--- config.mk ---
export PLATFORM = sky130hd
export DESIGN_NAME = csu_lehmer_cell
export DESIGN_NICKNAME = d
export VERILOG_FILES = /design/src/hdl/corner_state_unrank_assert.svh /design/src/hdl/csu_pkg.sv /design/src/hdl/csu_lehmer_cell.sv
export SDC_FILE = /design/constraint.sdc
export NUM_CORES = 1
export LEC_CHECK = 0
export BUFFER_PORTS_ARGS = -buffer_cell sky130_fd_sc_hd__buf_2
export CAP_MARGIN = 10
export CORE_MARGIN = 5
export CORE_UTILIZATION = 48
export DETAILED_ROUTE_END_ITERATION = 10
export GPL_TIMING_DRIVEN = 0
export PLACE_DENSITY_LB_ADDON = 0.2
export SLEW_MARGIN = 5
export SYNTH_ARGS = -nofsm -noshare
export SYNTH_HDL_FRONTEND = slang
export SYNTH_SLANG_ARGS = --single-unit
--- constraint.sdc ---
create_clock -name i_clk -period 4.6 [get_ports i_clk]
set_input_delay 0.92 -clock i_clk [delete_from_list [all_inputs] [get_ports i_clk]]
set_output_delay 0.92 -clock i_clk [all_outputs]
set_load 0.02 [all_outputs]
--- src/hdl/corner_state_unrank_assert.svh ---
// corner_state_unrank_assert.svh: assertion macros for the corner state decoder
// no dependencies; included by the top level
`ifndef CORNER_STATE_UNRANK_ASSERT_SVH
`define CORNER_STATE_UNRANK_ASSERT_SVH

// cons must hold in every cycle where ante holds
`define CSU_ASSERT_IMPLY(label, clk, rst_n, ante, cons) \
    label: assert property (@(posedge clk) disable iff (!rst_n) (ante) |-> (cons)) \
        else $error("corner_state_unrank: implication check failed");

// cond must never hold out of reset
`define CSU_ASSERT_NEVER(label, clk, rst_n, cond) \
    label: assert property (@(posedge clk) disable iff (!rst_n) !(cond)) \
        else $error("corner_state_unrank: forbidden condition seen");

`endif

--- src/hdl/csu_pkg.sv ---
// csu_pkg: widths, constants and cell payload types for the corner state decoder
// no dependencies; used by the interfaces, the cells and the top level
`timescale 1ns / 1ps
`default_nettype none

package csu_pkg;

    localparam int SLOTS       = 8;
    localparam int TERN_DIGITS = SLOTS - 1;
    localparam int INDEX_W     = 27;
    localparam int RANK_W      = 16;
    localparam int ITEM_W      = 3;
    localparam int TWIST_W     = 2;
    localparam int PERM_W      = SLOTS * ITEM_W;
    localparam int ORIENT_W    = SLOTS * TWIST_W;
    localparam int TERN_W      = TERN_DIGITS * TWIST_W;

    // 8! * 3^7
    localparam logic [INDEX_W-1:0] INDEX_LIMIT = 27'd88179840;

    // floor(x / 3) = (x * RECIP3) >> RECIP3_SHIFT, exact for any 27-bit x
    localparam int                 RECIP3_SHIFT = 28;
    localparam logic [INDEX_W-1:0] RECIP3       = 27'd89478486;
    localparam int                 PROD_W       = 2 * INDEX_W;

    localparam logic [2:0] TWIST_MOD = 3'd3;

    typedef logic [SLOTS-1:0][ITEM_W-1:0] t_avail;

    typedef struct packed {
        logic [INDEX_W-1:0] x;
        logic [TERN_W-1:0]  orient;
        logic [TWIST_W-1:0] sum;
        logic               invalid;
    } t_tern_data;

    typedef struct packed {
        logic [RANK_W-1:0]   rank;
        t_avail              avail;
        logic [PERM_W-1:0]   perm;
        logic [ORIENT_W-1:0] orient;
        logic                invalid;
    } t_lehmer_data;

    function automatic int fact(input int n);
        int f;
        f = 1;
        for (int k = 2; k <= n; k++) begin
            f = f * k;
        end
        return f;
    endfunction

    function automatic t_avail init_avail();
        t_avail a;
        for (int j = 0; j < SLOTS; j++) begin
            a[j] = ITEM_W'(j);
        end
        return a;
    endfunction

endpackage

`default_nettype wire

--- src/hdl/csu_lehmer_cell.sv ---
// csu_lehmer_cell: one factorial-base digit cell, picks and removes one item
// depends on csu_pkg
`timescale 1ns / 1ps
`default_nettype none

module csu_lehmer_cell #(
    parameter int SLOT = 0
) (
    input  wire                    i_clk,
    input  wire                    i_rst_n,
    input  wire                    i_valid,
    input  csu_pkg::t_lehmer_data  i_data,
    input  wire                    i_adv,
    output logic                   o_en,
    output logic                   o_valid,
    output csu_pkg::t_lehmer_data  o_data
);
    import csu_pkg::*;

    localparam int WEIGHT = fact(SLOTS - 1 - SLOT);
    localparam logic [ITEM_W-1:0] LAST = ITEM_W'(SLOTS - 1 - SLOT);

    logic               r_valid;
    t_lehmer_data       r_data;
    t_lehmer_data       n_data;
    logic [ITEM_W-1:0]  w_d;
    logic [RANK_W:0]    w_sub;
    logic [ITEM_W-1:0]  w_pick;

    // digit = rank / WEIGHT, found by comparing against every multiple
    always_comb begin
        w_d   = '0;
        w_sub = '0;
        for (int k = 1; k < SLOTS; k++) begin
            if ((RANK_W+1)'(i_data.rank) >= (RANK_W+1)'(k * WEIGHT)) begin
                w_d   = ITEM_W'(k);
                w_sub = (RANK_W+1)'(k * WEIGHT);
            end
        end
        // clamp to the items still in the list
        if (w_d > LAST) begin
            w_d   = LAST;
            w_sub = (RANK_W+1)'(SLOTS - 1 - SLOT) * (RANK_W+1)'(WEIGHT);
        end
    end

    always_comb begin
        w_pick = i_data.avail[w_d];

        n_data      = i_data;
        n_data.rank = RANK_W'((RANK_W+1)'(i_data.rank) - w_sub);
        n_data.perm[ITEM_W*SLOT +: ITEM_W] = w_pick;
        for (int j = 0; j < SLOTS - 1; j++) begin
            n_data.avail[j] = (ITEM_W'(j) < w_d) ? i_data.avail[j] : i_data.avail[j+1];
        end
        n_data.avail[SLOTS-1] = i_data.avail[SLOTS-1];
    end

    assign o_en = !r_valid || i_adv;

    always_ff @(posedge i_clk) begin
        if (!i_rst_n) begin
            r_valid <= 1'b0;
        end else if (o_en) begin
            r_valid <= i_valid;
        end
    end

    always_ff @(posedge i_clk) begin
        if (o_en) begin
            r_data <= n_data;
        end
    end

    assign o_valid = r_valid;
    assign o_data  = r_data;

endmodule

`default_nettype wire

---- Word level (Yosys, flattened, before mapping) ----
Cells that the tools add are included.
storage, ports and cells
  logic and storage cells ................. 57
  register bits after elaboration ......... 82
operators by class
  add/sub/neg operators ................... 1
  multiplexer cells ....................... 25
  reduce and logical (&&, ||, !) cells .... 2
  $lt $le $gt $ge ......................... 16
operators by type and width
  kind                                                                                    count
  16-bit two-way mux                                                                      7
  16-bit by 15-bit greater-or-equal comparator with 1-bit output (second input constant)  3
  3-bit two-way mux                                                                       15
  16-bit by 14-bit greater-or-equal comparator with 1-bit output (second input constant)  2
  16-bit by 13-bit greater-or-equal comparator with 1-bit output (second input constant)  1
  16-bit greater-or-equal comparator (second input constant)                              1
  16-bit subtractor                                                                       1
  13-bit two-way mux                                                                      1
  3-bit binary-select mux with 3-bit select                                               1
  3-bit less-than comparator (first input constant)                                       3
  1-bit by 3-bit less-than comparator with 1-bit output (first input constant)            2
  2-bit by 3-bit less-than comparator with 1-bit output (first input constant)            2
  3-bit by 4-bit less-than comparator with 1-bit output (second input constant)           1
  3-bit > comparator (second input constant)                                              1
  1-bit zero test                                                                         1
  1-bit logical OR                                                                        1
  1-bit two-way mux                                                                       1

---- Longest topological paths before layout ----
Gate-level depths: netlist of the first run.
  depth after elaboration ................. 12
  depth in mapped cells ................... 14

---- Worst setup path before layout of the first run ----
No wires, ideal clock.
  path type ............................... input to output
  start point ............................. in i_adv
  end point ............................... out o_en
  buffers on the path ..................... 0
  setup slack ............................. 0.632 ns
  data required time ...................... 3.680 ns
  arrival time ............................ 3.048 ns
  cell stages on the path ................. 1
  cell sequence ........................... nand2b_1
between the ends
  word-level cells in the longest chain between the ends .. 1
ends and longest elaborated chain
  element           line                   text
  start, declared   csu_lehmer_cell.sv:13  input wire i_adv,
  1-bit logical OR  csu_lehmer_cell.sv:59  assign o_en = !r_valid || i_adv;
  end, declared     csu_lehmer_cell.sv:14  output logic o_en,
Every way passes these cells.

==> results of run 1 <==
-- report_power, final --
group	leakage, nW	internal, mW	switching [mW]
Clock	0.0835	0.198	0.263
Combinational	1.27	0.167	0.270
Sequential	0.847	0.916	0.0184
Total	2.20	1.28	0.552
-- critical path, delay by kind of cell --
kind | cells | cell delay, ns
AND/OR/NAND/NOR | 2 | 0.92
adder cells (fa/ha/maj) | 1 | 0.40
AO/OA/AOI/OAI | 7 | 1.52
buffers and inverters | 2 | 0.43
-- state kept, by name, indices dropped and copies added, names as in the netlist --
name	cells
o_valid	1
o_data	81
-- through the flow --
step | hold WS [ns] | power [mW] | setup TNS (ns) | instance area [um^2]
global placement | 1.10 | 1.38 | -0.569 | 4880
finish | 0.742 | 1.83 | 0 | 5090
detailed placement | 0.980 | 1.39 | 0 | 4920
floorplan | 1.02 | 1.23 | 0 | 3930
global route | 0.716 | 1.93 | 0 | 5090
CTS | 0.722 | 1.86 | 0 | 5090
-- area by class of cell --
| cell class | instances | area (um^2) |
|---|---|---|
| Clock inverter | 7 | 53.8 |
| Tap cell | 105 | 131 |
| Multi-Input combinational cell | 175 | 1420 |
| Clock buffer | 9 | 124 |
| Timing Repair Buffer | 165 | 848 |
| Buffer | 5 | 31.3 |
| Inverter | 10 | 37.5 |
| Fill cell | 696 | 3000 |
| Sequential cell | 82 | 2450 |
-- metal layers --
metal	track usage	vias to the layer above	share of wire
met2	0.341	120	0.50
met1	0.238	1408	0.40
met3	0.0554	11	0.088
met4	0.0539	0	0.011
met5	0	-	0
li1	-	1416	-
-- worst min-delay path by stage --
stage                                    start                    to  slack, ns
final                               i_data[27]  o_data[27]$_DFFE_PP_       0.74
after CTS                           i_data[28]  o_data[28]$_DFFE_PP_       0.72
after global placement              i_data[13]  o_data[13]$_DFFE_PP_       1.10
after detailed placement  o_valid$_SDFFE_PN0P_  o_data[30]$_DFFE_PP_       0.98
after global routing                i_data[28]  o_data[28]$_DFFE_PP_       0.72
after floorplan                      i_data[0]   o_data[0]$_DFFE_PP_       1.02
-- synthesized netlist by cell type, types with 2 or more instances --
library cell / number / area, um^2
a211o_1: 3 / 26.3
a211oi_2: 2 / 25.0
a21boi_0: 3 / 22.5
a21oi_1: 12 / 60.1
and2_1: 2 / 12.5
clkbuf_1: 2 / 7.51
edfxtp_1: 81 / 2430
ha_1: 11 / 138
inv_1: 10 / 37.5
mux2_1: 2 / 22.5
mux2_2: 19 / 214
mux2i_1: 8 / 80.1
nand2_1: 26 / 97.6
nand2b_1: 3 / 18.8
nand3_1: 5 / 25.0
nor2_1: 9 / 33.8
nor2b_1: 3 / 18.8
nor3_1: 8 / 40.0
nor4_1: 2 / 12.5
o21ai_0: 5 / 25.0
o311ai_0: 2 / 17.5
o311ai_2: 2 / 32.5
or2_2: 3 / 18.8
or3_1: 2 / 12.5
or4_1: 2 / 15.0
xnor2_1: 5 / 43.8
xor2_1: 3 / 26.3
-- kinds of logic after synthesis --
group | share of synthesized area
flops | 0.624
buf+inv | 0.0175
mux | 0.0844
fa+ha+maj | 0.0401
compound gates | 0.118
xor+xnor | 0.0178
simple gates | 0.0975
==> impl_metrics.yaml, run 1 <==
outcome:
  status: "complete, no violations"
job:
  max_cap_violations: 0
worst_setup_path:
  worstRegToRegCells: 2
  cp.required_ns: 4.74
  end_kind: "register"
  path_class: "input port to register"
  slowest_delay_ns: 0.77
  r2r-start: "o_valid$_SDFFE_PN0P_"
  startpoint_type: "input port"
  arrival_ns: 4.18
  path_max_fanout: 10
  r2r_slack_ns: 3.20
  slowest_stage: "nor3_1"
  worst_r2r_endpoint: "o_data[43]$_DFFE_PP_"
  timing.critical_path.from: "i_data[80]"
  endpoint: "o_data[79]$_DFFE_PP_"
  path_cells: "buf_2 -> clkbuf_1 -> nor3_1 -> a21o_1 -> a21boi_0 -> ha_1 -> nor2b_1 -> o21ai_0 -> a21boi_0 -> o21ai_0 -> a21oi_1 -> o311ai_0"
yosys:
  synth-edff-count: 81
  synth_area_per_cell_um2: 14.4
  yosysSeqAreaShare: 0.624
  ys_types: 64
  ys_warn_count: 0
  syn-cell-area_mm2: 0.00393
  async_flop_share: 0
  synth_flop_cell: "edfxtp_1"
  ys_seq_elements: 82
  synth_cells: 272
  syn_nets: 369
floorplanning:
  ios: 168
  dieArea_mm2: 0.0101
  num_rows: 33
  start_util: 0.485
  coreArea_mm2: 0.00809
  die_width_um: 100
  die_h_um: 100
sta:
  setup_viol_count_final: 0
  setup_ws_ns: 0.561
  grt_setup_unrepaired: "no"
  maxSlewViolCount: 0
  max_freq_mhz: 248
  finClkSkew_ns: 0.00971
  tightestPinTransition_ns: 0.830
  period_share: 0.878
  min_period_ns: 4.04
  maxSlewHeadroom: 0.443
  hold_viol: 0
cells_and_area:
  n_antenna_cell: 0
  final_util: 0.629
  syn2layout_area_growth_pct: 29.6
  drive_gt1_frac: 0.490
  instances_no_fill: 558
  final_common_cell: "buf_2"
  nets: 545
  layout_common_cells: "buf_2, edfxtp_1, nand2_1, mux2_2, a21oi_1"
grt:
  grt_pass1_vias: 2964
  grt_remaining_overflow: 0
  grt_pass1_wl_um: 15200
  grt_max_degree: 47
  antenna_found_initial: 0
  grt_usage: 0.196
clock_network:
  clk_pin_slew_ns: 0.09
  postCtsSetupRepairBufs: 0
  cts-root-buf: "clkbuf_8"
  post_cts_resized: 0
  clk_path_buf_depth: 2
  clock_sinks: 82
  clk_latency_ns: 0.34
  cts_tree: "built"
  holdBufCountCts: 0
  cts.htree.levels: 3
  cts_made_buffers: 9
drt:
  viasPerCell: 5.30
  drt-wirelength-per-cell_um: 17.5
  drt-initial-drc-count: 110
  drt_wl_total_um: 9770
  route.detailed.drc: 0
  first_pass_iters: 4
  ant_nets: 0
  vias: 2955
power_and_ir_drop:
  leakage_nw: 2.20
  vdd_ir_drop_max_mv: 0.157
  p_per_area_mw_per_mm2: 360
placed_design:
  place_hpwl_um: 7670
  pre_cts_slack_ns: 0.226
  port-buffer-count: 164
  gp_congestion: 0.838
  dp.cells: 542
worst_hold_path:
  hold_path_depth: 1
  holdCritPathClass: "input port to register"
Power figures use the tool's default switching activity.
==> run 2: changes to the inputs <==
--- a/config.mk
+++ b/config.mk
@@ -12,6 +12,7 @@
 export DETAILED_ROUTE_END_ITERATION = 10
 export GPL_TIMING_DRIVEN = 0
 export PLACE_DENSITY_LB_ADDON = 0.2
+export RECOVER_POWER = 50
 export SLEW_MARGIN = 5
 export SYNTH_ARGS = -nofsm -noshare
 export SYNTH_HDL_FRONTEND = slang
==> run 2 against run 1 <==
The run now ends with capacitance limit, slew limit left. Combinational power is essentially flat. Total power is essentially flat. Critical path depth is the same. Critical path type unchanged. Largest cell class unchanged.
==> impl_metrics.yaml, run 2 (synthesis results as in run 1) <==
outcome:
  status: "finished, violations left"
  violations: "capacitance limit, slew limit"
sta:
  max_freq_mhz: 247
  period_share: 0.880
  tightestPinTransition_ns: 1.77
  finClkSkew_ns: 0.0103
  timing.hold.ws_ns: 0.742
  grt_setup_unrepaired: "no"
  maxSlewViolCount: 38
  maxSlewHeadroom: -0.183
  hold_viol: 0
  min_period_ns: 4.05
  setup_viol_count_final: 0
clock_network:
  clk_path_buf_depth: 2
  holdBufCountCts: 0
  post_cts_resized: 0
  cts.htree.levels: 3
  clk_latency_ns: 0.35
  postCtsSetupRepairBufs: 0
  cts_tree: "built"
  cts_made_buffers: 9
  clk_pin_slew_ns: 0.09
  clock_sinks: 82
  cts-root-buf: "clkbuf_8"
cells_and_area:
  instances_no_fill: 558
  layout_common_cells: "buf_2, edfxtp_1, nand2_1, mux2_2, a21oi_1"
  final_common_cell: "buf_2"
  n_antenna_cell: 0
  largest_reg_flops: 81
  drive_gt1_frac: 0.479
  final_area_mm2: 0.00508
  nets: 545
  syn2layout_area_growth_pct: 29.3
floorplanning:
  num_rows: 33
  ios: 168
  start_util: 0.485
  die_width_um: 100
  dieArea_mm2: 0.0101
  die_h_um: 100
  coreArea_mm2: 0.00809
power_and_ir_drop:
  vdd_ir_drop_max_mv: 0.157
  p_comb_frac: 0.238
  p_per_area_mw_per_mm2: 361
  power_switching_mw: 0.553
  leakage_nw: 2.19
  p_sw_frac: 0.301
  clkPwrFrac: 0.252
  p_int_mw: 1.28
  pwr-share-seq: 0.510
worst_setup_path:
  arrival_ns: 4.19
  cp.required_ns: 4.74
  path_max_fanout: 10
  slowest_delay_ns: 0.78
  slowest_stage: "nor3_1"
  end_kind: "register"
  path_cells: "buf_2 -> clkbuf_1 -> nor3_1 -> a21o_1 -> a21boi_0 -> ha_1 -> nor2b_1 -> o21ai_0 -> a21boi_0 -> o21ai_0 -> a21oi_1 -> o311ai_0"
  startpoint_type: "input port"
  path_class: "input port to register"
drt:
  drt-initial-drc-count: 103
  route.detailed.drc: 0
  first_pass_iters: 4
  ant_nets: 0
  drt-wirelength-per-cell_um: 17.5
  vias: 2957
  viasPerCell: 5.30
  drt_wl_total_um: 9770
grt:
  antenna_found_initial: 0
  grt_usage: 0.196
  grt_max_degree: 47
  grt_pass1_wl_um: 15200
  grt_pass1_vias: 2964
  grt_remaining_overflow: 0
placed_design:
  dp.cells: 542
  port-buffer-count: 164
  dpl_cell_area_mm2: 0.00492
  gp_congestion: 0.838
  place_hpwl_um: 7670
worst_hold_path:
  holdCritPathClass: "input port to register"
job:
  max_cap_violations: 1
run 2: changes by cell type in the layout (fill, tap and decap cells not counted):
cell      previous run  this run
nand2b_1             2         3
nand2b_4             1         0
clkbuf_1             2         6
buf_2              165       161
run 2: through the flow:
stage | power [mW] | setup slack [ns] | util | setup TNS [ns]
global route | 1.93 | 0.0900 | 0.628 | 0
floorplan | 1.23 | 0.632 | - | 0
global placement | 1.38 | -0.569 | 0.603 | -0.569
detailed placement | 1.39 | 0.226 | 0.607 | 0
CTS | 1.86 | 0.572 | 0.629 | 0
finish | 1.83 | 0.554 | 0.628 | 0
run 2: power by group through the flow:
stage | Sequential, mW | Combinational, mW | Clock [mW]
after floorplan | 1.06 | 0.168 | 0
after global routing | 0.943 | 0.475 | 0.511
final | 0.934 | 0.437 | 0.463
after CTS | 0.936 | 0.444 | 0.478
after global placement | 0.953 | 0.432 | 0
after detailed placement | 0.953 | 0.442 | 0
run 2: metal layers:
metal	vias up	global-route usage	routed length, um
met5	-	0	0
met4	0	0.0539	105
met3	11	0.0554	817
met2	115	0.341	4910
met1	1416	0.238	3940
li1	1415	-	-
run 2: worst paths after layout:
| path | start | endpoint | slack, ns | cells after the start |
|---|---|---|---|---|
| worst max-delay path | i_data[80] | o_data[79]$_DFFE_PP_ | 0.55 | 12 |
| worst min register to register | o_valid$_SDFFE_PN0P_ | o_data[22]$_DFFE_PP_ | 1.70 | 1 |
| worst max register to register | o_valid$_SDFFE_PN0P_ | o_data[43]$_DFFE_PP_ | 2.38 | 2 |
| worst min-delay path | i_data[27] | o_data[27]$_DFFE_PP_ | 0.74 | 1 |
run 2: area by class of cell:
class	count	area (um^2)
Tap cell	105	131
Fill cell	702	3010
Inverter	10	37.5
Clock buffer	9	124
Buffer	5	31.3
Multi-Input combinational cell	175	1410
Timing Repair Buffer	165	843
Clock inverter	7	53.8
Sequential cell	82	2450
run 2: worst max-delay path: cells and delay by family:
kind                       cells  cell delay [ns]
adders and majority gates      1             0.40
buffers and inverters          2             0.43
and+or+nand+nor                2             0.93
AOI/OAI and AO/OA              7             1.52
==> run 3: changes to the inputs <==
--- a/config.mk
+++ b/config.mk
@@ -5,6 +5,7 @@
 export SDC_FILE = /design/constraint.sdc
 export NUM_CORES = 1
 export LEC_CHECK = 0
+export ABC_AREA = 1
 export BUFFER_PORTS_ARGS = -buffer_cell sky130_fd_sc_hd__buf_2
 export CAP_MARGIN = 10
 export CORE_MARGIN = 5
==> run 3 against run 2 <==
The run still ends with capacitance limit, slew limit left. Final area grew 0.17%. Total power increased by 9.0%. Wire length rose by 7.9%. Synthesized area decreased by 1.1%. Register-to-register slack improved by 0.13 ns. Utilization is 2.4 points higher. First-iteration DRC count grew 78%. Flip-flop and latch count unchanged. Fmax up 9.1%. Worst setup slack better by 0.34 ns. Critical path depth grew 7. Largest cell class unchanged.
==> impl_metrics.yaml, run 3 <==
clock_network:
  cts-root-buf: "clkbuf_8"
  postCtsSetupRepairBufs: 0
  clk_latency_ns: 0.35
  cts_tree: "built"
  clock_sinks: 82
  cts_made_buffers: 9
  clk_path_buf_depth: 2
  cts.htree.levels: 3
  holdBufCountCts: 0
  post_cts_resized: 0
  clk_pin_slew_ns: 0.08
drt:
  ant_nets: 0
  drt-wirelength-per-cell_um: 16.2
  drt_wl_total_um: 10500
  vias: 3318
  first_pass_iters: 4
  drt-initial-drc-count: 183
  route.detailed.drc: 0
  viasPerCell: 5.09
cells_and_area:
  drive_gt1_frac: 0.355
  n_antenna_cell: 0
  nets: 643
  syn2layout_area_growth_pct: 30.9
  largest_reg_flops: 81
  final_common_cell: "buf_2"
  layout_common_cells: "buf_2, edfxtp_1, nand2_1, inv_1, nand3_1"
  instances_no_fill: 652
sta:
  grt_setup_unrepaired: "no"
  max_freq_mhz: 270
  maxSlewViolCount: 37
  min_period_ns: 3.71
  period_share: 0.806
  hold_viol: 0
  setup_viol_count_final: 0
  finClkSkew_ns: 0.00635
  maxSlewHeadroom: -0.00595
  tightestPinTransition_ns: 1.51
  timing.hold.ws_ns: 0.740
placed_design:
  port-buffer-count: 164
  dp.cells: 637
  gp_congestion: 0.845
  place_hpwl_um: 8440
worst_setup_path:
  critPathTopFamily: "simple AND/OR/NAND/NOR gates"
  cp.buffers_inverters: 3
  worstRegToRegCells: 2
  path_cells: "buf_2 -> nor2_2 -> inv_2 -> nor3_1 -> nand3_1 -> nand2_1 -> clkbuf_1 -> nor2_1 -> nor2_1 -> nand2_1 -> ha_1 -> a21oi_1 -> o21ai_0 -> a21oi_1 -> o21ai_0 -> a21oi_1 -> nor2_1 -> nor2_1 -> xor2_1"
  arrival_ns: 3.81
  slowest_delay_ns: 0.38
  slowest_stage: "clkbuf_1"
  r2r_slack_ns: 2.51
  end_kind: "register"
  startpoint_type: "input port"
  path_max_fanout: 10
  cpMostUsedCell: "nor2_1"
  cp.required_ns: 4.71
  path_class: "input port to register"
  r2r-start: "o_valid$_SDFFE_PN0P_"
  worst_r2r_endpoint: "o_data[64]$_DFFE_PP_"
yosys:
  synth_flop_cell: "edfxtp_1"
  synth_area_per_cell_um2: 10.5
  netlist_top_cells_count: "edfxtp_1, nand2_1, inv_1"
  ys_top_cells_by_area: "edfxtp_1, nand2_1, nand3_1, inv_1, ha_1"
  synth_cells: 370
  ys_seq_elements: 82
  synth-edff-count: 81
  yosysSeqAreaShare: 0.631
  async_flop_share: 0
  synth_top_area_frac: 0.626
  ys_warn_count: 0
  ys_types: 33
  synth_most_common_cell: "edfxtp_1"
  syn-cell-area_mm2: 0.00389
  syn_nets: 467
  synth_area_leader_cell: "edfxtp_1"
grt:
  grt_pass1_vias: 3292
  grt_remaining_overflow: 0
  grt_usage: 0.212
  grt_max_degree: 48
  antenna_found_initial: 0
  grt_pass1_wl_um: 16500
worst_hold_path:
  hold_path.startpoint: "i_data[12]"
  hold_path_depth: 1
  holdCritPathClass: "input port to register"
  worstHoldEndpoint: "o_data[12]$_DFFE_PP_"
outcome:
  status: "finished, violations left"
  violations: "capacitance limit, slew limit"
floorplanning:
  dieArea_mm2: 0.0100
  die_width_um: 100
  num_rows: 32
  die_h_um: 100
  start_util: 0.498
  ios: 168
  coreArea_mm2: 0.00781
power_and_ir_drop:
  leakage_nw: 2.47
  vdd_ir_drop_max_mv: 0.174
  p_per_area_mw_per_mm2: 393
job:
  max_cap_violations: 1
run 3: cell count changes in the layout (fill, tap and decap cells not counted), sizes merged, moves of 4 or more:
cell and change:
mux2 -21, mux2i -8, nand2 +58, buf +4
nor2 +25, a211oi -4, o21ai +20, nand3 +32
inv +39, nor3 -6, o311ai -5
run 3: layer usage:
metal / routed length (um) / part of all wire / track usage
met1: 4320 / 0.41 / 0.256
met2: 5160 / 0.49 / 0.374
met3: 945 / 0.090 / 0.0507
met4: 123 / 0.012 / 0.0684
met5: 0 / 0 / 0
run 3: cell families after synthesis:
| family | Yosys count | synth area share |
|---|---|---|
| fa+ha+maj | 12 | 0.0406 |
| buf+inv | 55 | 0.0586 |
| compound gates | 49 | 0.0689 |
| xor+xnor | 9 | 0.0203 |
| flops | 82 | 0.631 |
| mux | 1 | 0.00290 |
| simple gates | 162 | 0.178 |
run 3: worst max-delay path by stage:
stage,endpoint,cells after the start,from
floorplan,o_en,2,i_adv
global placement,o_en,4,i_adv
detailed placement,o_data[79]$_DFFE_PP_,19,i_data[77]
CTS,o_data[79]$_DFFE_PP_,19,i_data[77]
global route,o_data[79]$_DFFE_PP_,19,i_data[77]
finish,o_data[79]$_DFFE_PP_,19,i_data[77]
run 3: area by class of cell:
class | instances | area (um^2)
inverters | 48 | 180
fillers | 691 | 2720
well taps | 102 | 128
clock inverters | 6 | 113
clock buffers | 9 | 124
repair buffers | 165 | 838
plain buffers | 7 | 47.5
flip-flops and latches | 82 | 2450
multi-input cells | 233 | 1210
run 3: power by group:
part	internal [mW]	switching [mW]	leakage [nW]	total [mW]
Clock	0.361	0.260	0.120	0.620
Combinational	0.150	0.292	1.50	0.442
Sequential	0.920	0.0175	0.851	0.937
run 3: through the flow:
stage	power, mW	setup WS (ns)	util	setup TNS [ns]	cell area, um^2
final	2.00	0.891	0.652	0	5090
after global routing	2.09	0.582	0.652	0	5090
after CTS	2.02	0.913	0.653	0	5100
after detailed placement	1.40	0.537	0.623	0	4860
after global placement	1.39	-0.171	0.619	-0.171	4840
after floorplan	1.23	0.882	-	0	3890
